$ cat src/sv/sc2p_pkg.sv
// Shared widths, constants and types for the sphere-to-cube point pipeline.
package sc2p_pkg;

  // Fixed-point format of the ports and the derived internal widths.
  localparam int FRAC_BITS = 16;
  localparam int IO_W      = FRAC_BITS + 2;
  localparam int MAG_W     = FRAC_BITS + 1;
  localparam int SQ_W      = 2 * FRAC_BITS + 4;
  localparam int ROOT_W    = SQ_W / 2;
  localparam int RS_W      = ROOT_W + 1;
  localparam int DIFF_W    = 2 * FRAC_BITS + 2;

  // Square root unit: digits resolved per register stage and stage count.
  localparam int SQ_STEPS  = 3;
  localparam int SQ_STAGES = (ROOT_W + SQ_STEPS - 1) / SQ_STEPS;

  // Cycles from the radicand leaving the front end to the result strobe.
  localparam int BACK_LAT  = 2 * SQ_STAGES + 2;

  localparam logic [MAG_W-1:0]         ONE_MAG    = MAG_W'(1) << FRAC_BITS;
  localparam logic [ROOT_W-1:0]        ONE_ROOT   = ROOT_W'(1) << FRAC_BITS;
  localparam logic signed [IO_W-1:0]   ONE_IO     = IO_W'(1) << FRAC_BITS;
  localparam logic signed [IO_W-1:0]   NEG_ONE_IO = -(IO_W'(1) << FRAC_BITS);

  // Which input axis was rotated into z.
  typedef enum logic [1:0] {
    AXIS_X,
    AXIS_Y,
    AXIS_Z
  } axis_e;

  // Data that travels alongside a radicand through the square root units.
  typedef struct packed {
    logic signed [DIFF_W-1:0] diff;
    logic                     sign_u;
    logic                     sign_v;
    logic                     sign_w;
    axis_e                    axis;
  } side_t;

endpackage

$ cat src/sv/sc2p_front.sv
// Front end: axis choice, squares, difference term and the first radicand.
module sc2p_front import sc2p_pkg::*; (
  input  logic                   clk_i,
  input  logic                   rst_ni,
  input  logic                   valid_i,
  input  logic signed [IO_W-1:0] point_x_i,
  input  logic signed [IO_W-1:0] point_y_i,
  input  logic signed [IO_W-1:0] point_z_i,
  output logic                   valid_o,
  output logic [SQ_W-1:0]        rad_o,
  output side_t                  side_o
);

  localparam int SUM_W = 2 * FRAC_BITS + 2;
  localparam int SQR_W = 2 * FRAC_BITS + 1;
  localparam int R_W   = 2 * FRAC_BITS + 5;
  localparam logic signed [R_W-1:0] NINE_Q = R_W'(9) << (2 * FRAC_BITS - 2);

  logic [4:0] valid_q;

  // Stage one: magnitudes, major axis and rotation of the minor components.
  logic [IO_W-1:0]  ax, ay, az, mu, mv;
  logic             su, sv, sw;
  axis_e            axis_d;
  logic [MAG_W-1:0] au_q, av_q;
  side_t            side1_q;

  always_comb begin
    ax = point_x_i[IO_W-1] ? (~point_x_i + 1'b1) : point_x_i;
    ay = point_y_i[IO_W-1] ? (~point_y_i + 1'b1) : point_y_i;
    az = point_z_i[IO_W-1] ? (~point_z_i + 1'b1) : point_z_i;
    if (ay >= ax && ay >= az) begin
      axis_d = AXIS_Y;
      mu = ax; mv = az;
      su = point_x_i[IO_W-1]; sv = point_z_i[IO_W-1]; sw = point_y_i[IO_W-1];
    end else if (ax >= az) begin
      axis_d = AXIS_X;
      mu = ay; mv = az;
      su = point_y_i[IO_W-1]; sv = point_z_i[IO_W-1]; sw = point_x_i[IO_W-1];
    end else begin
      axis_d = AXIS_Z;
      mu = ax; mv = ay;
      su = point_x_i[IO_W-1]; sv = point_y_i[IO_W-1]; sw = point_z_i[IO_W-1];
    end
  end

  always_ff @(posedge clk_i) begin
    if (valid_i) begin
      au_q           <= (mu > IO_W'(ONE_MAG)) ? ONE_MAG : mu[MAG_W-1:0];
      av_q           <= (mv > IO_W'(ONE_MAG)) ? ONE_MAG : mv[MAG_W-1:0];
      side1_q.diff   <= '0;
      side1_q.sign_u <= su;
      side1_q.sign_v <= sv;
      side1_q.sign_w <= sw;
      side1_q.axis   <= axis_d;
    end
  end

  // Stage two: squares of the saturated minor magnitudes.
  logic [2*MAG_W-1:0] pa, pb;
  logic [SQR_W-1:0]   a_q, b_q;
  side_t              side2_q;

  assign pa = au_q * au_q;
  assign pb = av_q * av_q;

  always_ff @(posedge clk_i) begin
    if (valid_q[0]) begin
      a_q     <= pa[SQR_W-1:0];
      b_q     <= pb[SQR_W-1:0];
      side2_q <= side1_q;
    end
  end

  // Stage three: signed difference, its magnitude and the sum.
  logic signed [DIFF_W-1:0] diff;
  logic [SQR_W-1:0]         d_q;
  logic [SUM_W-1:0]         sum_q;
  side_t                    side3_d;
  side_t                    side3_q;

  assign diff = signed'({1'b0, a_q}) - signed'({1'b0, b_q});

  // The side data picks up the signed difference here.
  always_comb begin
    side3_d      = side2_q;
    side3_d.diff = diff;
  end

  always_ff @(posedge clk_i) begin
    if (valid_q[1]) begin
      d_q     <= diff[DIFF_W-1] ? SQR_W'(-diff) : SQR_W'(diff);
      sum_q   <= SUM_W'(a_q) + SUM_W'(b_q);
      side3_q <= side3_d;
    end
  end

  // Stage four: square of the difference, scaled back to the square format.
  logic [2*SQR_W-1:0] dd;
  logic [SQR_W-1:0]   d2_q;
  logic [SUM_W-1:0]   sum4_q;
  side_t              side4_q;

  assign dd = d_q * d_q;

  always_ff @(posedge clk_i) begin
    if (valid_q[2]) begin
      d2_q    <= dd[4*FRAC_BITS:2*FRAC_BITS];
      sum4_q  <= sum_q;
      side4_q <= side3_q;
    end
  end

  // Stage five: quarter radicand, clamped at zero, then scaled by four.
  logic signed [R_W-1:0] r4;

  assign r4 = signed'(R_W'(d2_q)) - signed'(R_W'(3) * R_W'(sum4_q)) + NINE_Q;

  always_ff @(posedge clk_i) begin
    if (valid_q[3]) begin
      rad_o  <= r4[R_W-1] ? '0 : {r4[2*FRAC_BITS+1:0], 2'b00};
      side_o <= side4_q;
    end
  end

  // Valid bits for the five stages.
  always_ff @(posedge clk_i or negedge rst_ni) begin
    if (!rst_ni) begin
      valid_q <= '0;
    end else begin
      valid_q <= {valid_q[3:0], valid_i};
    end
  end

  assign valid_o = valid_q[4];

endmodule

$ cat config.mk
export PLATFORM = sky130hd
export DESIGN_NAME = sc2p_front
export DESIGN_NICKNAME = d
export VERILOG_FILES = /design/src/sv/sc2p_pkg.sv /design/src/sv/sc2p_front.sv
export SDC_FILE = /design/constraint.sdc
export NUM_CORES = 2
export LEC_CHECK = 0
export ABC_AREA = 1
export BUFFER_PORTS_ARGS = -buffer_cell sky130_fd_sc_hd__buf_2
export CORE_MARGIN = 5
export CORE_UTILIZATION = 51
export CTS_CLUSTER_DIAMETER = 40
export CTS_CLUSTER_SIZE = 10
export DETAILED_ROUTE_END_ITERATION = 8
export GPL_TIMING_DRIVEN = 0
export PLACE_DENSITY = 0.65
export SYNTH_ARGS = -nofsm -noshare
export SYNTH_HDL_FRONTEND = slang
export SYNTH_SLANG_ARGS = --single-unit
$ cat constraint.sdc
create_clock -name clk_i -period 9.9 [get_ports clk_i]
set_clock_uncertainty 0.1 [all_clocks]
set_input_delay 0.495 -clock clk_i [delete_from_list [all_inputs] [get_ports clk_i]]
set_output_delay 0.495 -clock clk_i [all_outputs]
set_load 0.02 [all_outputs]
==> results.md <==
- Slew margin rel.: about 8.6%
- Highest Clock Rate: approximately 100 MHz
- Multi-input gate area: 49380 um^2
- Post-DP HPWL: ~180 mm
- P&R area growth vs syn: 6.797%
- Critical path launch point type: flip-flop
- Postcts setup bufs: 0
- Largest net degree at the start of global routing: 76
- Routability cong.: 0.9974
- Max Cap Viol: 0
- DRT antenna net count: 0
- Clock buffer depth: 3
- Worst-path clk slew: about 60 ps
- Area occupied by registers: about 12000 um^2
- Fillers: between 10000 and 15000
- Hold Fails Final Rpt: 0
- Die width: about 390 um
- Critical Path AT: 9880 ps
- Placement Rows: around 140
- Skew-Pair Late Insertion Delay: 620 ps
- Main synth FF type: edfxtp_1
- Slack of the worst reg-to-reg path: approximately 280 ps
- TNS Setup: 0 ps
- RSZ-0062 raised after global routing: false
- Crit. End Element: flip-flop
- Gr usage total: between 20 and 30%
- Post-Syn Area: 71830 um^2
- Final Instance Area: ~77000 um^2
- Initial core utilization: approximately half
- Boundary Pins: approximately 130
- Pre-Repair DR Iteration Count: 6
- DR vias: approximately 54000
- WS Path Type: reg -> reg
- Yosys warns: 0
- Die H: 385.3 um
- Routed wire per std cell: a little over 20 um
- Drt first-iter violations: between 4000 and 5000
- Most frequent cells in the layout: inv_1 (2552), nand2_1 (1731), fa_1 (1278)
- Number of global-route vias before repair: around 57000
- First-pass GRT wire length: 329.0 mm
- Run status: complete, no violations
- Post-Route WL: ~210 mm
- Sequential share of the synthesized area: between 10% and 20%
- Minimum clock period: around 9600 ps
- Cells after synthesis: approximately 8400
- CP startpoint: d_q[14]$_DFFE_PP_
- Max FO, Critical Path: 10
- R2R Path End: d2_q[31]$_DFFE_PP_
- Initial antenna violation count: 6
- # port buffers: 129
- Total Die Area: ~150000 um^2
- Avg Vias per Cell: 5.179
- CP max stage cell: clkbuf_1
- Clock sink count: about 400
- Synthesis-stage register bit count: between 300 and 400
- Placed Area: roughly 75000 um^2
- Worst Hold Class: in -> async
- CTS H-tree lvls: 2
- CTS tree: yes
- Crit-path most repeated cell: fa_1
- Congestion Overflow GR: 0
- Crit share post-route: around 97%
- Placeable Area: 139700 um^2
- # DRC: 0
- Synth cell types: 56
- Syn_area_per_cell: 8.535 um^2
- R2R cell count: 27
- Num CTS Buffers: 55
- Slowest stage delay, CP: 1000 ps
- Async S/R FF share, synth: roughly 1.3%
- Setup-failing EPs final: 0
- Actual slew at the worst max-slew pin: ~1400 ps
- Root Buffer: clkbuf_16
- Post-synth EDFFs: between 300 and 400
- CP required: 10160 ps
- Final #Nets: 10613
- Reg-to-reg startpoint: d_q[14]$_DFFE_PP_
- Setup crit end: d2_q[31]$_DFFE_PP_
- Share of layout cells above drive strength 1: under 10%
- Fin. max-slew vios: 0
- Commonest non-fill, non-tap cell in the layout: inv_1
==> metrics by stage <==
stage	utilization (%)	hold WS [ps]	std cells	worst slack, ps
floorplan	-	99.41	8417	2804
global placement	53.56	220.3	10422	341.8
detailed placement	53.65	229.8	10426	248.2
CTS	54.90	109.5	10516	221.3
global route	54.91	140.3	10516	11.14
finish	54.91	143.7	10518	282.2
==> worst max-delay path: cells and delay by family, from the launching register on <==
kind	cells	cell delay, ps
adders and majority gates	9	4390
buffers and inverters	8	1550
and+or+nand+nor	8	1270
DFF	1	930
AOI/OAI and AO/OA	1	680
xor gates and xnor gates	1	400
==> cell families (layout without fill, tap and decap cells) <==
kind of cell / after synthesis / in the layout / share of synthesized area, %
other: 1 / 4 / 0.005220
buffers and inverters: 2796 / 3019 / 14.78
xor gates and xnor gates: 243 / 243 / 2.973
AOI/OAI and AO/OA: 623 / 623 / 4.975
and+or+nand+nor: 2410 / 2410 / 13.50
adders and majority gates: 1948 / 1948 / 47.29
DFF: 395 / 395 / 16.48
==> cell type report <==
class                      instances  share of cell area, %
antenna                            2               0.006524
buffer                           237                  1.331
clock buffer                      66                  1.874
clock inverter                    23                 0.3898
inverter                        2559                  12.52
multi-input combinational       5226                  64.37
sequential                       395                  15.45
tap                             1876                  3.060
timing repair buffer             134                 0.9982
==> what timing repair did <==
| item | in CTS | in global routing |
|---|---|---|
| hold buffers | 1 | 0 |
| resized for setup | 0 | 8 |
| setup endpoints to repair | 0 | 1 |
| hold endpoints to repair | 5 | 0 |
==> metal layers <==
layer	GRT usage (%)	vias up	routed length, um
li1	-	25081	-
met1	38.85	26754	86400
met2	48.04	2111	98670
met3	4.827	525	16620
met4	11.96	4	11220
met5	0	-	40
==> how the worst min path moves through the flow <==
stage | end | start | slack [ps] | depth (start not counted)
finish | valid_q[4]$_DFF_PN0_ | rst_ni | 140 | 2
global route | valid_q[4]$_DFF_PN0_ | rst_ni | 140 | 2
CTS | valid_q[4]$_DFF_PN0_ | rst_ni | 110 | 2
detailed placement | valid_q[4]$_DFF_PN0_ | rst_ni | 230 | 1
global placement | valid_q[4]$_DFF_PN0_ | rst_ni | 220 | 1
floorplan | valid_q[0]$_DFF_PN0_ | rst_ni | 100 | 0
==> synth_stat cells (11+ instances only) <==
library cell  count  share of area, %
o21ai_1          13             0.091
fa_1           1278                36
nand4_1          49              0.43
a21o_1           36              0.38
a31oi_1          30              0.26
nor2_1          359               1.9
inv_1          2552                13
o211ai_1         15              0.16
o21bai_1         19              0.20
nand2_1        1731               9.0
nor4_1           17              0.15
or2_2            12              0.10
a21oi_2          22              0.27
edfxtp_1        390                16
buf_2            20              0.14
ha_1            670                12
nor3_1           39              0.27
a21oi_1         291               2.0
xnor2_1          69              0.84
xor2_1          173               2.1
clkbuf_1        191               1.0
nand3b_1         12              0.13
nand3_1         153               1.1
o21a_1           11              0.11
o21ai_0         147               1.0
==> registers in the layout, indices dropped and copies added (netlist names) <==
signal	cells
side_o	39
side3_q	38
valid_q	5
d_q	33
sum_q	33
d2_q	33
b_q	32
au_q	17
rad_o	34
av_q	17
a_q	32
sum4_q	34
side1_q	5
side2_q	5
side4_q	38
Power is not shown: default switching activity piles up to over one toggle a cycle in this logic, so the estimate is an artifact.
