File: config.mk
export PLATFORM = sky130hd
export DESIGN_NAME = sc2p_back
export DESIGN_NICKNAME = d
export VERILOG_FILES = /design/src/sv/sc2p_pkg.sv /design/src/sv/sc2p_sqrt.sv /design/src/sv/sc2p_back.sv
export SDC_FILE = /design/constraint.sdc
export NUM_CORES = 2
export LEC_CHECK = 0
export ABC_AREA = 1
export BUFFER_PORTS_ARGS = -buffer_cell sky130_fd_sc_hd__buf_4
export CORE_MARGIN = 5
export CORE_UTILIZATION = 60
export CTS_BUF_LIST = sky130_fd_sc_hd__clkbuf_8 sky130_fd_sc_hd__clkbuf_16
export DETAILED_ROUTE_END_ITERATION = 16
export PLACE_DENSITY = 0.81
export SLEW_MARGIN = 20
export SYNTH_ARGS = -nofsm -noshare
export SYNTH_HDL_FRONTEND = slang
export SYNTH_SLANG_ARGS = --single-unit
File: constraint.sdc
create_clock -name clk_i -period 12.66 [get_ports clk_i]
set_input_delay 2.532 -clock clk_i [delete_from_list [all_inputs] [get_ports clk_i]]
set_output_delay 2.532 -clock clk_i [all_outputs]
set_load 0.02 [all_outputs]
File: src/sv/sc2p_pkg.sv
// Shared widths, constants and types for the sphere-to-cube point pipeline.
package sc2p_pkg;

  // Fixed-point format of the ports and the derived internal widths.
  localparam int FRAC_BITS = 16;
  localparam int IO_W      = FRAC_BITS + 2;
  localparam int MAG_W     = FRAC_BITS + 1;
  localparam int SQ_W      = 2 * FRAC_BITS + 4;
  localparam int ROOT_W    = SQ_W / 2;
  localparam int RS_W      = ROOT_W + 1;
  localparam int DIFF_W    = 2 * FRAC_BITS + 2;

  // Square root unit: digits resolved per register stage and stage count.
  localparam int SQ_STEPS  = 3;
  localparam int SQ_STAGES = (ROOT_W + SQ_STEPS - 1) / SQ_STEPS;

  // Cycles from the radicand leaving the front end to the result strobe.
  localparam int BACK_LAT  = 2 * SQ_STAGES + 2;

  localparam logic [MAG_W-1:0]         ONE_MAG    = MAG_W'(1) << FRAC_BITS;
  localparam logic [ROOT_W-1:0]        ONE_ROOT   = ROOT_W'(1) << FRAC_BITS;
  localparam logic signed [IO_W-1:0]   ONE_IO     = IO_W'(1) << FRAC_BITS;
  localparam logic signed [IO_W-1:0]   NEG_ONE_IO = -(IO_W'(1) << FRAC_BITS);

  // Which input axis was rotated into z.
  typedef enum logic [1:0] {
    AXIS_X,
    AXIS_Y,
    AXIS_Z
  } axis_e;

  // Data that travels alongside a radicand through the square root units.
  typedef struct packed {
    logic signed [DIFF_W-1:0] diff;
    logic                     sign_u;
    logic                     sign_v;
    logic                     sign_w;
    axis_e                    axis;
  } side_t;

endpackage

File: src/sv/sc2p_sqrt.sv
// Pipelined integer square root, a few result digits per register stage.
module sc2p_sqrt import sc2p_pkg::*; (
  input  logic              clk_i,
  input  logic              rst_ni,
  input  logic              valid_i,
  input  logic [SQ_W-1:0]   rad_i,
  input  side_t             side_i,
  output logic              valid_o,
  output logic [ROOT_W-1:0] root_o,
  output side_t             side_o
);

  logic              valid_q [SQ_STAGES];
  logic [SQ_W-1:0]   rad_q   [SQ_STAGES];
  logic [RS_W-1:0]   rem_q   [SQ_STAGES];
  logic [ROOT_W-1:0] root_q  [SQ_STAGES];
  side_t             side_q  [SQ_STAGES];

  logic              src_valid [SQ_STAGES];
  logic [SQ_W-1:0]   src_rad   [SQ_STAGES];
  logic [RS_W-1:0]   src_rem   [SQ_STAGES];
  logic [ROOT_W-1:0] src_root  [SQ_STAGES];
  side_t             src_side  [SQ_STAGES];

  logic [SQ_W-1:0]   rad_d  [SQ_STAGES];
  logic [RS_W-1:0]   rem_d  [SQ_STAGES];
  logic [ROOT_W-1:0] root_d [SQ_STAGES];

  // Each stage takes its operands from the stage before it.
  for (genvar g = 0; g < SQ_STAGES; g++) begin : g_src
    if (g == 0) begin : g_first
      assign src_valid[g] = valid_i;
      assign src_rad[g]   = rad_i;
      assign src_rem[g]   = '0;
      assign src_root[g]  = '0;
      assign src_side[g]  = side_i;
    end else begin : g_next
      assign src_valid[g] = valid_q[g-1];
      assign src_rad[g]   = rad_q[g-1];
      assign src_rem[g]   = rem_q[g-1];
      assign src_root[g]  = root_q[g-1];
      assign src_side[g]  = side_q[g-1];
    end
  end

  // Restoring digit recurrence: two radicand bits in, one root bit out per step.
  always_comb begin
    logic [SQ_W-1:0]   rad;
    logic [RS_W+1:0]   rem;
    logic [RS_W+1:0]   trial;
    logic [ROOT_W-1:0] root;
    for (int g = 0; g < SQ_STAGES; g++) begin
      rad  = src_rad[g];
      rem  = (RS_W + 2)'(src_rem[g]);
      root = src_root[g];
      for (int k = 0; k < SQ_STEPS; k++) begin
        if (g * SQ_STEPS + k < ROOT_W) begin
          rem   = {rem[RS_W-1:0], rad[SQ_W-1:SQ_W-2]};
          rad   = rad << 2;
          trial = (RS_W + 2)'({root, 2'b01});
          if (rem >= trial) begin
            rem  = rem - trial;
            root = {root[ROOT_W-2:0], 1'b1};
          end else begin
            root = {root[ROOT_W-2:0], 1'b0};
          end
        end
      end
      rad_d[g]  = rad;
      rem_d[g]  = rem[RS_W-1:0];
      root_d[g] = root;
    end
  end

  // Valid bits are cleared by reset; the payload is only loaded with an item.
  for (genvar g = 0; g < SQ_STAGES; g++) begin : g_reg
    always_ff @(posedge clk_i or negedge rst_ni) begin
      if (!rst_ni) begin
        valid_q[g] <= 1'b0;
      end else begin
        valid_q[g] <= src_valid[g];
      end
    end

    always_ff @(posedge clk_i) begin
      if (src_valid[g]) begin
        rad_q[g]  <= rad_d[g];
        rem_q[g]  <= rem_d[g];
        root_q[g] <= root_d[g];
        side_q[g] <= src_side[g];
      end
    end
  end

  assign valid_o = valid_q[SQ_STAGES-1];
  assign root_o  = root_q[SQ_STAGES-1];
  assign side_o  = side_q[SQ_STAGES-1];

endmodule

File: src/sv/sc2p_back.sv
// Back end: minor radicands, their square roots, saturation and un-rotation.
module sc2p_back import sc2p_pkg::*; (
  input  logic                   clk_i,
  input  logic                   rst_ni,
  input  logic                   valid_i,
  input  logic [ROOT_W-1:0]      root_i,
  input  side_t                  side_i,
  output logic                   done_o,
  output logic signed [IO_W-1:0] cube_x_o,
  output logic signed [IO_W-1:0] cube_y_o,
  output logic signed [IO_W-1:0] cube_z_o
);

  localparam int S_W = ROOT_W + 2;
  localparam logic signed [S_W-1:0] THREE_Q = S_W'(3) << FRAC_BITS;

  // Radicands for the two minor components, halved by the shift of s.
  logic signed [S_W-1:0]  s;
  logic signed [SQ_W-1:0] hs, dx, hu, hv;
  logic                   rv_q;
  logic [SQ_W-1:0]        radu_q, radv_q;
  side_t                  side_q;

  always_comb begin
    s  = THREE_Q - signed'({2'b00, root_i});
    hs = signed'(SQ_W'(s)) <<< (FRAC_BITS - 1);
    dx = SQ_W'(side_i.diff);
    hu = hs + dx;
    hv = hs - dx;
  end

  always_ff @(posedge clk_i) begin
    if (valid_i) begin
      radu_q <= (hu > 0) ? hu : '0;
      radv_q <= (hv > 0) ? hv : '0;
      side_q <= side_i;
    end
  end

  always_ff @(posedge clk_i or negedge rst_ni) begin
    if (!rst_ni) begin
      rv_q <= 1'b0;
    end else begin
      rv_q <= valid_i;
    end
  end

  // Two square root lanes side by side.
  logic              vu, vv;
  logic [ROOT_W-1:0] ru, rv;
  side_t             su, sv;

  sc2p_sqrt u_sqrt_u (
    .clk_i   (clk_i),
    .rst_ni  (rst_ni),
    .valid_i (rv_q),
    .rad_i   (radu_q),
    .side_i  (side_q),
    .valid_o (vu),
    .root_o  (ru),
    .side_o  (su)
  );

  sc2p_sqrt u_sqrt_v (
    .clk_i   (clk_i),
    .rst_ni  (rst_ni),
    .valid_i (rv_q),
    .rad_i   (radv_q),
    .side_i  (side_q),
    .valid_o (vv),
    .root_o  (rv),
    .side_o  (sv)
  );

  // Saturate to one, apply the input signs and undo the rotation.
  logic [IO_W-1:0]        mu, mv;
  logic signed [IO_W-1:0] cu, cv, cw, ox, oy, oz;

  always_comb begin
    mu = IO_W'((ru > ONE_ROOT) ? ONE_ROOT : ru);
    mv = IO_W'((rv > ONE_ROOT) ? ONE_ROOT : rv);
    cu = su.sign_u ? -signed'(mu) : signed'(mu);
    cv = sv.sign_v ? -signed'(mv) : signed'(mv);
    cw = su.sign_w ? NEG_ONE_IO : ONE_IO;
    case (su.axis)
      AXIS_Y: begin
        ox = cu; oy = cw; oz = cv;
      end
      AXIS_X: begin
        ox = cw; oy = cu; oz = cv;
      end
      default: begin
        ox = cu; oy = cv; oz = cw;
      end
    endcase
  end

  always_ff @(posedge clk_i) begin
    if (vu) begin
      cube_x_o <= ox;
      cube_y_o <= oy;
      cube_z_o <= oz;
    end
  end

  always_ff @(posedge clk_i or negedge rst_ni) begin
    if (!rst_ni) begin
      done_o <= 1'b0;
    end else begin
      done_o <= vu & vv;
    end
  end

endmodule

==> results_dict.tcl <==
set metrics [dict create \
    grt_pass1_vias 46800 \
    crit_slowest_cell "inv_1" \
    status "completed" \
    final.period_utilization_pct 62.6 \
    cts_setup_buffers 0 \
    dr.pass1.iters 6 \
    worst_slew_pin_slew_ns 0.961 \
    rsz0062_at_grt "false" \
    cts_tree "built" \
    synthFlopType "edfxtp_1" \
    drt_iter0_drc 4155 \
    core_um2 90100 \
    crit_required_ns 13.03 \
    wl_per_cell_um 17.6 \
    tns_ns 0 \
    syn_inst 7321 \
    antenna_left 0 \
    std_cell_rows 110 \
    min-delay-path-class "reg2reg" \
    dp_hpwl_um 124000 \
    ir_drop_uv 138 \
    fmax_mhz 126 \
    slew_headroom_pct 35.9 \
    ios 115 \
    leakagePower_nw 27.8 \
    postSynthAreaPerCell_um2 7.45 \
    crit_fanout 24 \
    numPortBuffers 114 \
    cpMostUsedCell "nand2_1" \
    max_stage_delay_ns 0.55 \
    final_nets 7922 \
    cts_buffer_depth 3 \
    synth-seq-cells 663 \
    clkSinkCount 663 \
    startpoint "u_sqrt_u.root_q[3][1]" \
    layout_common_cells "1911 x nand2_1, 1045 x inv_1, 750 x nor2_1, 655 x edfxtp_1, 527 x nand3_1" \
    syn_to_final_growth_pct 8.20 \
    cts_root_buffer "clkbuf_16" \
    die-area_um2 97000 \
    setup.worst_path.class "reg2reg" \
    die_width_um 311 \
    skew_ns 0.0387 \
    drv_slew 0 \
    synth_seq_area_share_pct 36.4 \
    dieHeight_um 311 \
    startpoint_type "register" \
    cp.arrival_ns 8.29 \
    synth_edf_count 655 \
    grt_max_degree 87 \
    synthArstFlopShare_pct 1.21 \
    fin_crit_ns 7.92 \
    grt.overflow.total 0 \
    hold_viol 0 \
    crit_path_end_kind "register" \
    wirelength_um 153000 \
    cap_violations 0 \
    path_clk_slew_ns 0.06 \
    ctsHoldBuffers 0 \
    multiInputGateArea_um2 30200 \
    drive_above_1_share_pct 5.83 \
    final_common_cell "nand2_1" \
    cts.htree.levels 3 \
    setup_viol 0 \
    synthesis.area_um2 54500 \
    grt_pass1_wl_um 241000 \
    vias_per_cell 5.69 \
    cts_buffers 74 \
    cts_resized 0 \
    powerDensity_nw_per_um2 165 \
    p_total_mw 9.73 \
    vias 49300 \
    seq_area_um2 19900 \
    antenna_found_initial 4 \
    yosysUniqueCellTypes 70 \
    place_congestion 1.01 \
    yosysWarnings 0 \
    r2r_start "u_sqrt_u.root_q[3][1]" \
    holdCritStartpoint "u_sqrt_u.rad_q[0][23]" \
    clk_latency_ns 0.66 \
    start_util_pct 60.5 \
    grt_usage_pct 30.4 \
    fill_cells 7872 \
    drc_errors 0 \
]
-- synthesized netlist by cell type (31+ instances only) --
cell / number / area (µm²)
o21ai_0: 419 / 2100
edfxtp_1: 655 / 19700
xor2_1: 222 / 1940
o21ai_1: 49 / 245
nand3b_1: 36 / 270
ha_1: 425 / 5320
nor3_1: 104 / 521
a21oi_1: 373 / 1870
inv_1: 1029 / 3860
nor4_1: 36 / 225
xnor2_1: 138 / 1210
nand4_1: 148 / 926
nand2_2: 31 / 194
nand3_1: 527 / 2640
nand2_1: 1911 / 7170
nor2_1: 750 / 2820
clkbuf_1: 42 / 158
-- per-layer routing --
metal	vias to the layer above	share of wire, %	track usage (%)	wire (µm)
met3	385	6.2	4.13	9470
met5	-	0.0046	0	7
met4	2	4.6	12.4	7030
met2	1669	47	52.4	72600
li1	24600	-	-	-
met1	22700	42	38.8	63800
-- cell type report --
class | count | area share (%)
Inverter | 1062 | 6.76
Multi-Input combinational cell | 5511 | 51.1
Timing Repair Buffer | 124 | 1.63
Clock buffer | 82 | 3.38
Tap cell | 1176 | 2.49
Clock inverter | 55 | 0.857
Sequential cell | 663 | 33.7
Antenna cell | 2 | 0.00848
-- metrics by stage --
stage / cell area, µm² / hold slack (ns) / cells / utilization (%) / worst slack, ns
after detailed placement: 56500 / 0.405 / 8535 / 62.6 / 4.93
final: 59000 / 0.405 / 8675 / 65.4 / 4.74
after CTS: 59000 / 0.404 / 8672 / 65.4 / 4.87
after global placement: 56400 / 0.401 / 8534 / 62.6 / 5.09
after global routing: 59000 / 0.416 / 8673 / 65.4 / 4.02
after floorplan: 54500 / 0.400 / 7322 / - / 6.50
-- worst max-delay path, delay by kind of cell (launching register included) --
family	cells	cell delay (ns)
adder cells (fa/ha/maj)	3	1.19
buffers and inverters	5	1.65
AO/OA/AOI/OAI	6	1.27
flip-flops	1	0.40
AND/OR/NAND/NOR	18	3.14
-- worst paths after layout --
kind                                         endpoint  slack, ns  depth (start not counted)
worst max-delay path            u_sqrt_u.rem_q[4][18]       4.74                         32
worst min-delay path            u_sqrt_u.rad_q[1][29]       0.40                          0
worst max register to register  u_sqrt_u.rem_q[4][18]       4.74                         32
worst min register to register  u_sqrt_u.rad_q[1][29]       0.40                          0
max in group asynchronous       u_sqrt_v.src_valid[4]      10.74                          1
min in group asynchronous                      done_o       1.72                          1
-- cells by family (layout without fill, tap and decap cells) --
family	Yosys count	after routing	share of synthesized area [%]
buffers and inverters	1148	1323	8.24
AND/OR/NAND/NOR	3675	3675	29.1
AO/OA/AOI/OAI	1046	1046	10.6
adder cells (fa/ha/maj)	426	426	9.79
flip-flops	663	663	36.4
multiplexers	1	1	0.0184
other	1	4	0.00688
XOR/XNOR	361	361	5.81
-- sequential cells by signal, summed over array words and instances, names as in the netlist --
register / count
cube_x_o: 18
cube_y_o: 18
cube_z_o: 18
done_o: 1
radu_q: 35
radv_q: 35
rv_q: 1
side_q: 5
u_sqrt_u.rad_q: 90
u_sqrt_u.rem_q: 95
u_sqrt_u.root_q: 63
u_sqrt_u.side_q: 20
u_sqrt_v.rad_q: 90
u_sqrt_v.rem_q: 95
u_sqrt_v.root_q: 63
u_sqrt_v.side_q: 10
u_sqrt_v.src_valid: 5
u_sqrt_v.valid_o: 1
-- report_power, final --
part           switching (mW)  internal, mW
combinational            3.05          1.41
clock                   0.906          1.29
sequential              0.235          2.84
(Power assumes the default switching activity.)
