===== src/sv/sc2p_pkg.sv =====
// Shared widths, constants and types for the sphere-to-cube point pipeline.
package sc2p_pkg;

  // Fixed-point format of the ports and the derived internal widths.
  localparam int FRAC_BITS = 16;
  localparam int IO_W      = FRAC_BITS + 2;
  localparam int MAG_W     = FRAC_BITS + 1;
  localparam int SQ_W      = 2 * FRAC_BITS + 4;
  localparam int ROOT_W    = SQ_W / 2;
  localparam int RS_W      = ROOT_W + 1;
  localparam int DIFF_W    = 2 * FRAC_BITS + 2;

  // Square root unit: digits resolved per register stage and stage count.
  localparam int SQ_STEPS  = 3;
  localparam int SQ_STAGES = (ROOT_W + SQ_STEPS - 1) / SQ_STEPS;

  // Cycles from the radicand leaving the front end to the result strobe.
  localparam int BACK_LAT  = 2 * SQ_STAGES + 2;

  localparam logic [MAG_W-1:0]         ONE_MAG    = MAG_W'(1) << FRAC_BITS;
  localparam logic [ROOT_W-1:0]        ONE_ROOT   = ROOT_W'(1) << FRAC_BITS;
  localparam logic signed [IO_W-1:0]   ONE_IO     = IO_W'(1) << FRAC_BITS;
  localparam logic signed [IO_W-1:0]   NEG_ONE_IO = -(IO_W'(1) << FRAC_BITS);

  // Which input axis was rotated into z.
  typedef enum logic [1:0] {
    AXIS_X,
    AXIS_Y,
    AXIS_Z
  } axis_e;

  // Data that travels alongside a radicand through the square root units.
  typedef struct packed {
    logic signed [DIFF_W-1:0] diff;
    logic                     sign_u;
    logic                     sign_v;
    logic                     sign_w;
    axis_e                    axis;
  } side_t;

endpackage


===== src/sv/sc2p_sqrt.sv =====
// Pipelined integer square root, a few result digits per register stage.
module sc2p_sqrt import sc2p_pkg::*; (
  input  logic              clk_i,
  input  logic              rst_ni,
  input  logic              valid_i,
  input  logic [SQ_W-1:0]   rad_i,
  input  side_t             side_i,
  output logic              valid_o,
  output logic [ROOT_W-1:0] root_o,
  output side_t             side_o
);

  logic              valid_q [SQ_STAGES];
  logic [SQ_W-1:0]   rad_q   [SQ_STAGES];
  logic [RS_W-1:0]   rem_q   [SQ_STAGES];
  logic [ROOT_W-1:0] root_q  [SQ_STAGES];
  side_t             side_q  [SQ_STAGES];

  logic              src_valid [SQ_STAGES];
  logic [SQ_W-1:0]   src_rad   [SQ_STAGES];
  logic [RS_W-1:0]   src_rem   [SQ_STAGES];
  logic [ROOT_W-1:0] src_root  [SQ_STAGES];
  side_t             src_side  [SQ_STAGES];

  logic [SQ_W-1:0]   rad_d  [SQ_STAGES];
  logic [RS_W-1:0]   rem_d  [SQ_STAGES];
  logic [ROOT_W-1:0] root_d [SQ_STAGES];

  // Each stage takes its operands from the stage before it.
  for (genvar g = 0; g < SQ_STAGES; g++) begin : g_src
    if (g == 0) begin : g_first
      assign src_valid[g] = valid_i;
      assign src_rad[g]   = rad_i;
      assign src_rem[g]   = '0;
      assign src_root[g]  = '0;
      assign src_side[g]  = side_i;
    end else begin : g_next
      assign src_valid[g] = valid_q[g-1];
      assign src_rad[g]   = rad_q[g-1];
      assign src_rem[g]   = rem_q[g-1];
      assign src_root[g]  = root_q[g-1];
      assign src_side[g]  = side_q[g-1];
    end
  end

  // Restoring digit recurrence: two radicand bits in, one root bit out per step.
  always_comb begin
    logic [SQ_W-1:0]   rad;
    logic [RS_W+1:0]   rem;
    logic [RS_W+1:0]   trial;
    logic [ROOT_W-1:0] root;
    for (int g = 0; g < SQ_STAGES; g++) begin
      rad  = src_rad[g];
      rem  = (RS_W + 2)'(src_rem[g]);
      root = src_root[g];
      for (int k = 0; k < SQ_STEPS; k++) begin
        if (g * SQ_STEPS + k < ROOT_W) begin
          rem   = {rem[RS_W-1:0], rad[SQ_W-1:SQ_W-2]};
          rad   = rad << 2;
          trial = (RS_W + 2)'({root, 2'b01});
          if (rem >= trial) begin
            rem  = rem - trial;
            root = {root[ROOT_W-2:0], 1'b1};
          end else begin
            root = {root[ROOT_W-2:0], 1'b0};
          end
        end
      end
      rad_d[g]  = rad;
      rem_d[g]  = rem[RS_W-1:0];
      root_d[g] = root;
    end
  end

  // Valid bits are cleared by reset; the payload is only loaded with an item.
  for (genvar g = 0; g < SQ_STAGES; g++) begin : g_reg
    always_ff @(posedge clk_i or negedge rst_ni) begin
      if (!rst_ni) begin
        valid_q[g] <= 1'b0;
      end else begin
        valid_q[g] <= src_valid[g];
      end
    end

    always_ff @(posedge clk_i) begin
      if (src_valid[g]) begin
        rad_q[g]  <= rad_d[g];
        rem_q[g]  <= rem_d[g];
        root_q[g] <= root_d[g];
        side_q[g] <= src_side[g];
      end
    end
  end

  assign valid_o = valid_q[SQ_STAGES-1];
  assign root_o  = root_q[SQ_STAGES-1];
  assign side_o  = side_q[SQ_STAGES-1];

endmodule


===== config.mk =====
export PLATFORM = sky130hd
export DESIGN_NAME = sc2p_sqrt
export DESIGN_NICKNAME = d
export VERILOG_FILES = /design/src/sv/sc2p_pkg.sv /design/src/sv/sc2p_sqrt.sv
export SDC_FILE = /design/constraint.sdc
export NUM_CORES = 1
export LEC_CHECK = 0
export ABC_AREA = 0
export BUFFER_PORTS_ARGS = -buffer_cell sky130_fd_sc_hd__buf_2
export CORE_ASPECT_RATIO = 0.7
export CORE_MARGIN = 3
export CORE_UTILIZATION = 60
export CTS_CLUSTER_DIAMETER = 80
export DETAILED_ROUTE_END_ITERATION = 8
export GPL_TIMING_DRIVEN = 0
export PLACE_DENSITY = 0.86
export SYNTH_ARGS = -nofsm -noshare
export SYNTH_HDL_FRONTEND = slang
export SYNTH_SLANG_ARGS = --single-unit

===== constraint.sdc =====
create_clock -name clk_i -period 10.75 [get_ports clk_i]
set_input_delay 2.15 -clock clk_i [delete_from_list [all_inputs] [get_ports clk_i]]
set_output_delay 2.15 -clock clk_i [all_outputs]
set_load 0.02 [all_outputs]

==> results of run 1 <==
cell usage after synthesis (10+ instances only):
| cell | count |
|---|---|
| or2_2 | 14 |
| o31ai_1 | 25 |
| xnor2_1 | 119 |
| ha_1 | 188 |
| a21oi_1 | 194 |
| a31o_2 | 11 |
| o211ai_1 | 19 |
| edfxtp_1 | 482 |
| o21ai_0 | 112 |
| nor3_1 | 53 |
| mux2i_1 | 15 |
| and2_1 | 16 |
| nor4_1 | 13 |
| xor2_1 | 82 |
| and3_1 | 25 |
| nand2_1 | 188 |
| inv_1 | 141 |
| o21bai_1 | 14 |
| clkbuf_1 | 38 |
| nor2b_1 | 27 |
| a21o_1 | 71 |
| or4_1 | 10 |
| mux2_2 | 28 |
| a211oi_1 | 13 |
| a31oi_1 | 22 |
| nand3b_1 | 10 |
| nor3b_1 | 11 |
| nor2_1 | 202 |
| nand3_1 | 47 |
| or3_1 | 17 |
| nand4_1 | 34 |
| o21a_1 | 21 |
| nand2b_1 | 30 |
registers in the layout, summed over array words and instances, names as in the netlist:
register   cells
rad_q         90
rem_q         95
root_q        63
side_q       234
src_valid      5
valid_o        1
area by class of cell:
| type | count | area [sq um] | area share |
|---|---|---|---|
| buffer | 51 | 221 | 0.00718 |
| multi-input combinational | 1793 | 12300 | 0.400 |
| timing repair buffer | 142 | 846 | 0.0274 |
| clock buffer | 59 | 1190 | 0.0386 |
| clock inverter | 21 | 273 | 0.00885 |
| tap | 603 | 754 | 0.0245 |
| inverter | 149 | 564 | 0.0183 |
| antenna | 3 | 7.51 | 0.000244 |
| sequential | 488 | 14600 | 0.475 |
final timing paths:
path                           endpoint  slack [ns]  cells after the start
max                         rem_q[3][1]        0.51                     34
min                        rad_q[1][17]        0.39                      0
max reg2reg                 rem_q[3][1]        0.51                     34
min reg2reg                rad_q[1][17]        0.39                      0
max in group asynchronous  src_valid[1]        9.21                      1
min in group asynchronous  src_valid[4]        1.37                      1
through the flow:
| stage | utilization | area (sq um) | hold WS [ns] | total power [mW] |
|---|---|---|---|---|
| finish | 0.679 | 30800 | 0.393 | 7.18 |
| global route | 0.679 | 30800 | 0.412 | 7.61 |
| CTS | 0.679 | 30800 | 0.396 | 7.14 |
| detailed placement | 0.646 | 29300 | 0.405 | 5.52 |
| global placement | 0.643 | 29200 | 0.400 | 5.43 |
| floorplan | - | 27700 | 0.400 | 4.81 |
logic make-up after synthesis:
logic type	after synthesis	share of synthesized area
AND/OR/NAND/NOR	739	0.133
other	1	0.000135
multiplexers	44	0.0172
flip-flops	488	0.527
XOR/XNOR	202	0.0641
buffers and inverters	200	0.0283
adder cells (fa/ha/maj)	188	0.0848
AO/OA/AOI/OAI	617	0.145
power breakdown:
group	switching [mW]	internal (mW)	total, mW	leakage [nW]
clock	0.718	0.871	1.59	0.699
sequential	0.152	2.40	2.55	4.70
combinational	1.81	1.23	3.04	6.83
routing by layer:
layer / vias up / global-route usage
li1: 9662 / -
met3: 146 / 0.0452
met4: 2 / 0.105
met1: 9895 / 0.386
met2: 863 / 0.462
met5: - / 0
repair_timing:
| item | 4_1_cts | 5_1_grt |
|---|---|---|
| setup endpoints to repair | 0 | 17 |
| buffers inserted | 0 | 2 |
| resized for setup | 0 | 3 |
==> impl_metrics.json, run 1 <==
{
  "preCtsSetupSlack_ns": 0.770,
  "critPathKind": "flop to flop",
  "synth_seq_area_share": 0.527,
  "skew_ns": 0.0347,
  "max_freq_ghz": 0.0976,
  "finalSetupViolations": 0,
  "grt_first_pass_wirelength_microns": 109000,
  "finalCritPeriodShare": 0.953,
  "core_sq_um": 45400,
  "drive_gt1_frac": 0.112,
  "grt-ovfl-total": 0,
  "cts_max_level": 2,
  "leakage_nw": 12.2,
  "synth-main-ff-cell": "edfxtp_1",
  "crit_slowest_cell": "clkbuf_1",
  "boundaryPins": 136,
  "dp_hpwl_microns": 52300,
  "row_count": 65,
  "post_drt_wl_per_cell_microns": 21.1,
  "min_period_ns": 10.24,
  "fin_ws_ns": 0.508,
  "path_clk_slew_ns": 0.07,
  "slew_violations": 0,
  "synth_seq_cells": 488,
  "synth_cell_type_count": 99,
  "synth-edff-count": 482,
  "syn_area_per_cell_sq_um": 11.2,
  "clk_latency_ns": 0.60,
  "routed.top_layer": "met5",
  "layout_common_cells": "482 x edfxtp_1, 202 x nor2_1, 194 x a21oi_1, 188 x nand2_1, 188 x ha_1",
  "area_growth_pct": 11.2,
  "dieWidth_microns": 263,
  "layout.nets": 2936,
  "synth.cell_area_sq_um": 27700,
  "max-cap-violations": 0,
  "die_h_microns": 186,
  "postCtsHoldBufs": 0,
  "startpoint": "root_q[2][4]",
  "cts_tree": "built",
  "drc": 0,
  "port_buffers": 134,
  "hold_start": "rad_q[0][11]",
  "relSlewSlack": 0.321,
  "tightest_slew_ns": 1.01,
  "grt_max_degree": 75,
  "dr_wl_met2_microns": 32300,
  "synth_largest_area_cell": "edfxtp_1",
  "route.met3.wl_microns": 5460,
  "worstPathMaxFanout": 10,
  "endpoint_kind": "flop",
  "fillers": 3339,
  "grt.total_usage": 0.282,
  "status": "finished, final reports clean",
  "synth_warnings": 0,
  "stdcell_count": 3309,
  "clock_sinks": 488,
  "async_flop_share": 0.0123,
  "startpoint_type": "flop",
  "ir_worst_vdd_uv": 134,
  "synthesis.instances": 2479,
  "critPathRequiredTime_ns": 11.13,
  "path_buf_inv": 6,
  "vias": 20568,
  "grt_setup_unrepaired": "false",
  "critical-path-top-delay-family": "compound AO/OA/AOI/OAI gates",
  "worst_path_largest_cell_delay_ns": 0.57,
  "wl_met1_microns": 29800,
  "finalWirelength_microns": 69900,
  "crit_top_cell": "a21o_1",
  "ant_nets": 0,
  "dp.cells": 3224,
  "globalplace.congestion": 0.978,
  "drtIter0Drc": 2079,
  "antenna_found_initial": 4,
  "cts_buffers": 45,
  "firstDrtPassIters": 6,
  "layout_commonest_cell": "edfxtp_1",
  "hold_viol_final": 0,
  "fin_setup_tns_ns": 0,
  "powerDensity_nw_per_um2": 233,
  "synth_area_leaders": "edfxtp_1 52%, ha_1 8.5%, xnor2_1 3.8%, a21oi_1 3.5%, nor2_1 2.7%",
  "rr_startpoint": "root_q[2][4]",
  "start_util": 0.611,
  "grt_pass1_vias": 19743,
  "hold_class": "flop to flop",
  "clockBufferDepth": 3,
  "die_area_sq_um": 48900,
  "arrival_ns": 10.62,
  "ctsRootBufferMaster": "clkbuf_16",
  "viasPerCell": 6.22,
  "netlist.area_leader.share": 0.522
}
(Power assumes the default switching activity.)
==> run 2: changes to the inputs <==
- CORE_UTILIZATION: 60 -> 45
- PLACE_DENSITY: 0.86 -> 0.7
- clock period: 10.75 -> 11.3 ns (I/O delays scaled with it)
==> run 2 against run 1 <==
Clock power is essentially flat; design area is 1.0% higher; sequential share of layout area shrank 0.49 points; global-route usage decreased by 6.9 points; final cell count up 6.3%; clock skew is 0.0027 ns lower; largest power group unchanged; critical path depth rose by 1; wire length shrank 0.55%; first-iteration DRC count decreased by 12%; fmax about the same.
==> impl_metrics.json, run 2 (synthesis gave the netlist of run 1 again) <==
{
  "status": "finished, final reports clean",
  "grt.total_usage": 0.214,
  "core_sq_um": 60400,
  "diodes": 0,
  "drc": 0,
  "viasPerCell": 5.73,
  "startpoint_type": "flop",
  "ctsRootBufferMaster": "clkbuf_16",
  "arrival_ns": 10.64,
  "post_drt_wl_per_cell_microns": 19.8,
  "fillers": 5253,
  "critical-path-top-delay-family": "simple AND/OR/NAND/NOR gates",
  "globalplace.congestion": 0.946,
  "vias": 20150,
  "largest_reg_flops": 234,
  "grt_pass1_vias": 19158,
  "dp_hpwl_microns": 53500,
  "post-cts-setup-buffer-count": 0,
  "critPathRequiredTime_ns": 11.70,
  "finalWirelength_microns": 69500,
  "finalCritPeriodShare": 0.906,
  "clock_sinks": 488,
  "cts_buffers": 47,
  "finalSetupViolations": 0,
  "critPathKind": "flop to flop",
  "path_buf_inv": 6,
  "slew_violations": 0,
  "power.share.clock": 0.228,
  "area_growth_pct": 12.3,
  "p_int_mw": 4.31,
  "dieWidth_microns": 303,
  "start_util": 0.459,
  "path_clk_slew_ns": 0.06,
  "fin_setup_tns_ns": 0,
  "endpoint_kind": "flop",
  "cts-resized-gates": 0,
  "layout_common_cells": "482 x edfxtp_1, 202 x nor2_1, 194 x a21oi_1, 188 x nand2_1, 188 x ha_1",
  "worst_path_largest_cell_delay_ns": 0.62,
  "reg_top3": "side_q (234), rem_q (95), rad_q (90)",
  "clk_latency_ns": 0.62,
  "powerDensity_nw_per_um2": 222,
  "leakage_nw": 12.3,
  "clockBufferDepth": 3,
  "layout_commonest_cell": "edfxtp_1",
  "die_area_sq_um": 64700,
  "cts_tree": "built",
  "grt-ovfl-total": 0,
  "drive_gt1_frac": 0.115,
  "tightest_slew_ns": 1.12,
  "p_comb_frac": 0.421,
  "grt_max_degree": 70,
  "report.power.total_mw": 6.91,
  "seqPwrFrac": 0.351,
  "drtIter0Drc": 1831,
  "max-cap-violations": 0,
  "ir_worst_vdd_uv": 136,
  "cts_max_level": 2,
  "row_count": 75,
  "firstDrtPassIters": 6,
  "crit_top_cell": "a21o_1",
  "skew_ns": 0.0320,
  "fin_ws_ns": 1.06,
  "p_sw_mw": 2.60,
  "relSlewSlack": 0.246,
  "layout.nets": 2936,
  "hold_class": "flop to flop",
  "min_period_ns": 10.24,
  "postCtsHoldBufs": 0,
  "worstPathMaxFanout": 10,
  "min_path_cells": 0,
  "grt_first_pass_wirelength_microns": 108000,
  "p_sw_frac": 0.376,
  "hold_viol_final": 0,
  "cp.depth": 35,
  "grt_setup_unrepaired": "false",
  "boundaryPins": 136,
  "max_freq_ghz": 0.0977,
  "die_h_microns": 214,
  "crit_slowest_cell": "nor4_1",
  "rr_worst_depth": 35,
  "preCtsSetupSlack_ns": 1.23,
  "regMostFlops": "side_q",
  "antenna_found_initial": 0,
  "port_buffers": 134,
  "ant_nets": 0
}
run 2: cell count changes in the layout (fill, tap and decap cells not counted), sizes merged:
cell	delta
buf	-2
clkbuf	-10
clkinv	+13
clkinvlp	+2
diode	-3
inv	+3
run 2: final timing paths:
kind                                       to           from  slack (ns)
max in group asynchronous        src_valid[3]         rst_ni        9.62
worst min register to register  side_q[4][31]  side_q[3][31]        0.40
worst min-delay path            side_q[4][31]  side_q[3][31]        0.40
worst max register to register    rem_q[3][1]   root_q[2][4]        1.06
min in group asynchronous        src_valid[0]         rst_ni        1.49
worst max-delay path              rem_q[3][1]   root_q[2][4]        1.06
run 2: per-layer routing:
| layer | GRT usage | part of all wire | up-vias |
|---|---|---|---|
| met5 | 0 | 0 | - |
| met4 | 0.0449 | 0.017 | 0 |
| met3 | 0.0462 | 0.080 | 91 |
| met2 | 0.316 | 0.42 | 686 |
| met1 | 0.324 | 0.49 | 9696 |
| li1 | - | - | 9677 |
run 2: area by class of cell:
class                   instances  area [sq um]  area share
flip-flops and latches        488         14600       0.470
multi-input cells            1793         12300       0.396
clock buffers                  49          1180      0.0380
well taps                     808          1010      0.0325
repair buffers                140           823      0.0264
inverters                     149           564      0.0181
clock inverters                39           380      0.0122
plain buffers                  51           220     0.00707
run 2: power groups by stage:
stage	clock network, mW	registers [mW]	logic (mW)
4_1_cts	1.62	2.42	2.85
3_3_place_gp	0	2.48	2.74
6_report	1.58	2.42	2.91
2_1_floorplan	0	2.42	2.16
5_1_grt	1.69	2.45	3.21
3_5_place_dp	0	2.46	2.82
run 2: through the flow:
step | hold WS (ns) | instance area, sq um | util | cells
after floorplan | 0.400 | 27700 | - | 2481
after CTS | 0.398 | 31100 | 0.515 | 3517
after detailed placement | 0.405 | 29600 | 0.490 | 3429
after global placement | 0.401 | 29400 | 0.487 | 3423
after global routing | 0.399 | 31100 | 0.515 | 3517
final | 0.402 | 31100 | 0.515 | 3517
==> run 3: changes to the inputs <==
- CELL_PAD_IN_SITES_DETAIL_PLACEMENT: unset -> 1
- CELL_PAD_IN_SITES_GLOBAL_PLACEMENT: unset -> 1
- PLACE_DENSITY: 0.7 -> 0.81
==> run 3 against run 2 <==
Highest routed layer unchanged; core utilization grew 0.12 points; final cell count about the same; wire length grew 16%; fmax shrank 3.1%; largest power group unchanged; register-to-register slack worse by 0.33 ns; total power up 2.8%; sequential power hardly changed; count of clock-buffer cells in the layout grew 6; clock power rose by 4%; worst setup slack worse by 0.33 ns; design area up 0.23%.
==> impl_metrics.json, run 3 (synthesis gave the netlist of run 1 again) <==
{
  "status": "finished, final reports clean",
  "ctsRootBufferMaster": "clkbuf_16",
  "max-cap-violations": 0,
  "clk_latency_ns": 0.62,
  "arrival_ns": 10.91,
  "cp-endpoint": "rem_q[3][7]",
  "ff2ff_setup_slack_ns": 0.74,
  "viasPerCell": 5.93,
  "die_area_sq_um": 64700,
  "fin_setup_tns_ns": 0,
  "leakage_nw": 12.3,
  "p_sw_frac": 0.387,
  "layout_common_cells": "482 x edfxtp_1, 202 x nor2_1, 194 x a21oi_1, 188 x nand2_1, 188 x ha_1",
  "largest_reg_flops": 234,
  "row_count": 75,
  "antenna_found_initial": 3,
  "drive_gt1_frac": 0.117,
  "globalplace.congestion": 0.932,
  "critPathKind": "flop to flop",
  "grt_max_degree": 71,
  "finalSetupViolations": 0,
  "crit_top_cell": "a21o_1",
  "dpl_cell_area_sq_um": 29600,
  "layout.nets": 2937,
  "tightest_slew_ns": 0.994,
  "dp.cells": 3429,
  "cts_buffers": 49,
  "stdcell_count": 3519,
  "grt-ovfl-total": 0,
  "skew_ns": 0.0459,
  "ant_nets": 0,
  "drc": 0,
  "finalWirelength_microns": 80700,
  "die_h_microns": 214,
  "finalCritPeriodShare": 0.935,
  "grt.total_usage": 0.248,
  "area_growth_pct": 12.6,
  "ir_worst_vdd_uv": 144,
  "p_int_mw": 4.36,
  "clockBufferDepth": 3,
  "worst_path_largest_cell_delay_ns": 0.64,
  "fillers": 6531,
  "firstDrtPassIters": 6,
  "p_sw_mw": 2.75,
  "design_area_sq_um": 31200,
  "seqPwrFrac": 0.343,
  "hold_class": "flop to flop",
  "grt_pass1_vias": 21484,
  "postCtsHoldBufs": 0,
  "drtIter0Drc": 1961,
  "crit_slowest_cell": "nor4_1",
  "start_util": 0.459,
  "cts_max_level": 2,
  "max_freq_ghz": 0.0947,
  "reg_top3": "side_q (234), rem_q (95), rad_q (90)",
  "slew_violations": 0,
  "core_sq_um": 60400,
  "power.share.clock": 0.231,
  "worstPathMaxFanout": 10,
  "fin_util": 0.517,
  "post_drt_wl_per_cell_microns": 22.9,
  "boundaryPins": 136,
  "cts_tree": "built",
  "startpoint_type": "flop",
  "path_clk_slew_ns": 0.07,
  "endpoint_kind": "flop",
  "min_period_ns": 10.56,
  "cts-resized-gates": 0,
  "startpoint": "root_q[2][4]",
  "layout_commonest_cell": "edfxtp_1",
  "post-cts-setup-buffer-count": 0,
  "dieWidth_microns": 303,
  "vias": 20869,
  "grt_setup_unrepaired": "false",
  "powerDensity_nw_per_um2": 228,
  "grt_first_pass_wirelength_microns": 125000,
  "relSlewSlack": 0.331,
  "critPathRequiredTime_ns": 11.65,
  "report.power.total_mw": 7.11,
  "reg2reg_to": "rem_q[3][7]",
  "p_comb_frac": 0.425,
  "clock_sinks": 488,
  "regMostFlops": "side_q",
  "port_buffers": 134,
  "hold_viol_final": 0,
  "rr_startpoint": "root_q[2][4]",
  "dp_hpwl_microns": 61300,
  "rr_worst_depth": 36
}
-- run 3: metrics by stage --
step	setup slack, ns	hold WS, ns
final	0.737	0.393
after global routing	0.138	0.407
after detailed placement	0.996	0.405
after global placement	1.14	0.400
after floorplan	3.76	0.400
after CTS	0.908	0.406
-- run 3: critical path: cells and delay by family, from the launching register on --
kind	cells	cell delay, ns
AOI/OAI and AO/OA	14	2.57
adders and majority gates	3	1.14
buffers and inverters	6	2.03
DFF	1	0.42
and+or+nand+nor	13	4.09
-- run 3: power by group through the flow --
stage          logic (mW)  registers, mW  clock network (mW)
6_report             3.02           2.44                1.64
5_1_grt              3.29           2.46                1.76
4_1_cts              2.96           2.44                1.68
3_5_place_dp         2.91           2.47                   0
3_3_place_gp         2.75           2.48                   0
2_1_floorplan        2.16           2.42                   0
-- run 3: cell type report --
type                            count  area [sq um]  share of cell area
Buffer                             50           216             0.00693
Sequential cell                   488         14600               0.469
Inverter                          149           564              0.0181
Multi-Input combinational cell   1793         12300               0.395
Antenna cell                        1          2.50           0.0000801
Timing Repair Buffer              140           831              0.0266
Clock inverter                     35           362              0.0116
Tap cell                          808          1010              0.0324
Clock buffer                       55          1270              0.0406
-- run 3: worst min-delay path by stage --
stage	slack, ns	depth (start not counted)	start	endpoint
2_1_floorplan	0.40	0	rad_q[0][4]	rad_q[1][10]
3_3_place_gp	0.40	0	side_q[2][35]	side_q[3][35]
3_5_place_dp	0.41	0	side_q[4][27]	side_q[5][27]
4_1_cts	0.41	0	rad_q[1][18]	rad_q[2][24]
5_1_grt	0.41	0	side_q[4][5]	side_q[5][5]
6_report	0.39	0	rad_q[1][18]	rad_q[2][24]
-- run 3: layer usage --
layer  part of all wire  vias up  GRT usage
li1                   -     9654          -
met1               0.47    10462      0.361
met2               0.45      630      0.395
met3              0.058      123     0.0318
met4              0.024        0     0.0661
met5                  0        -          0
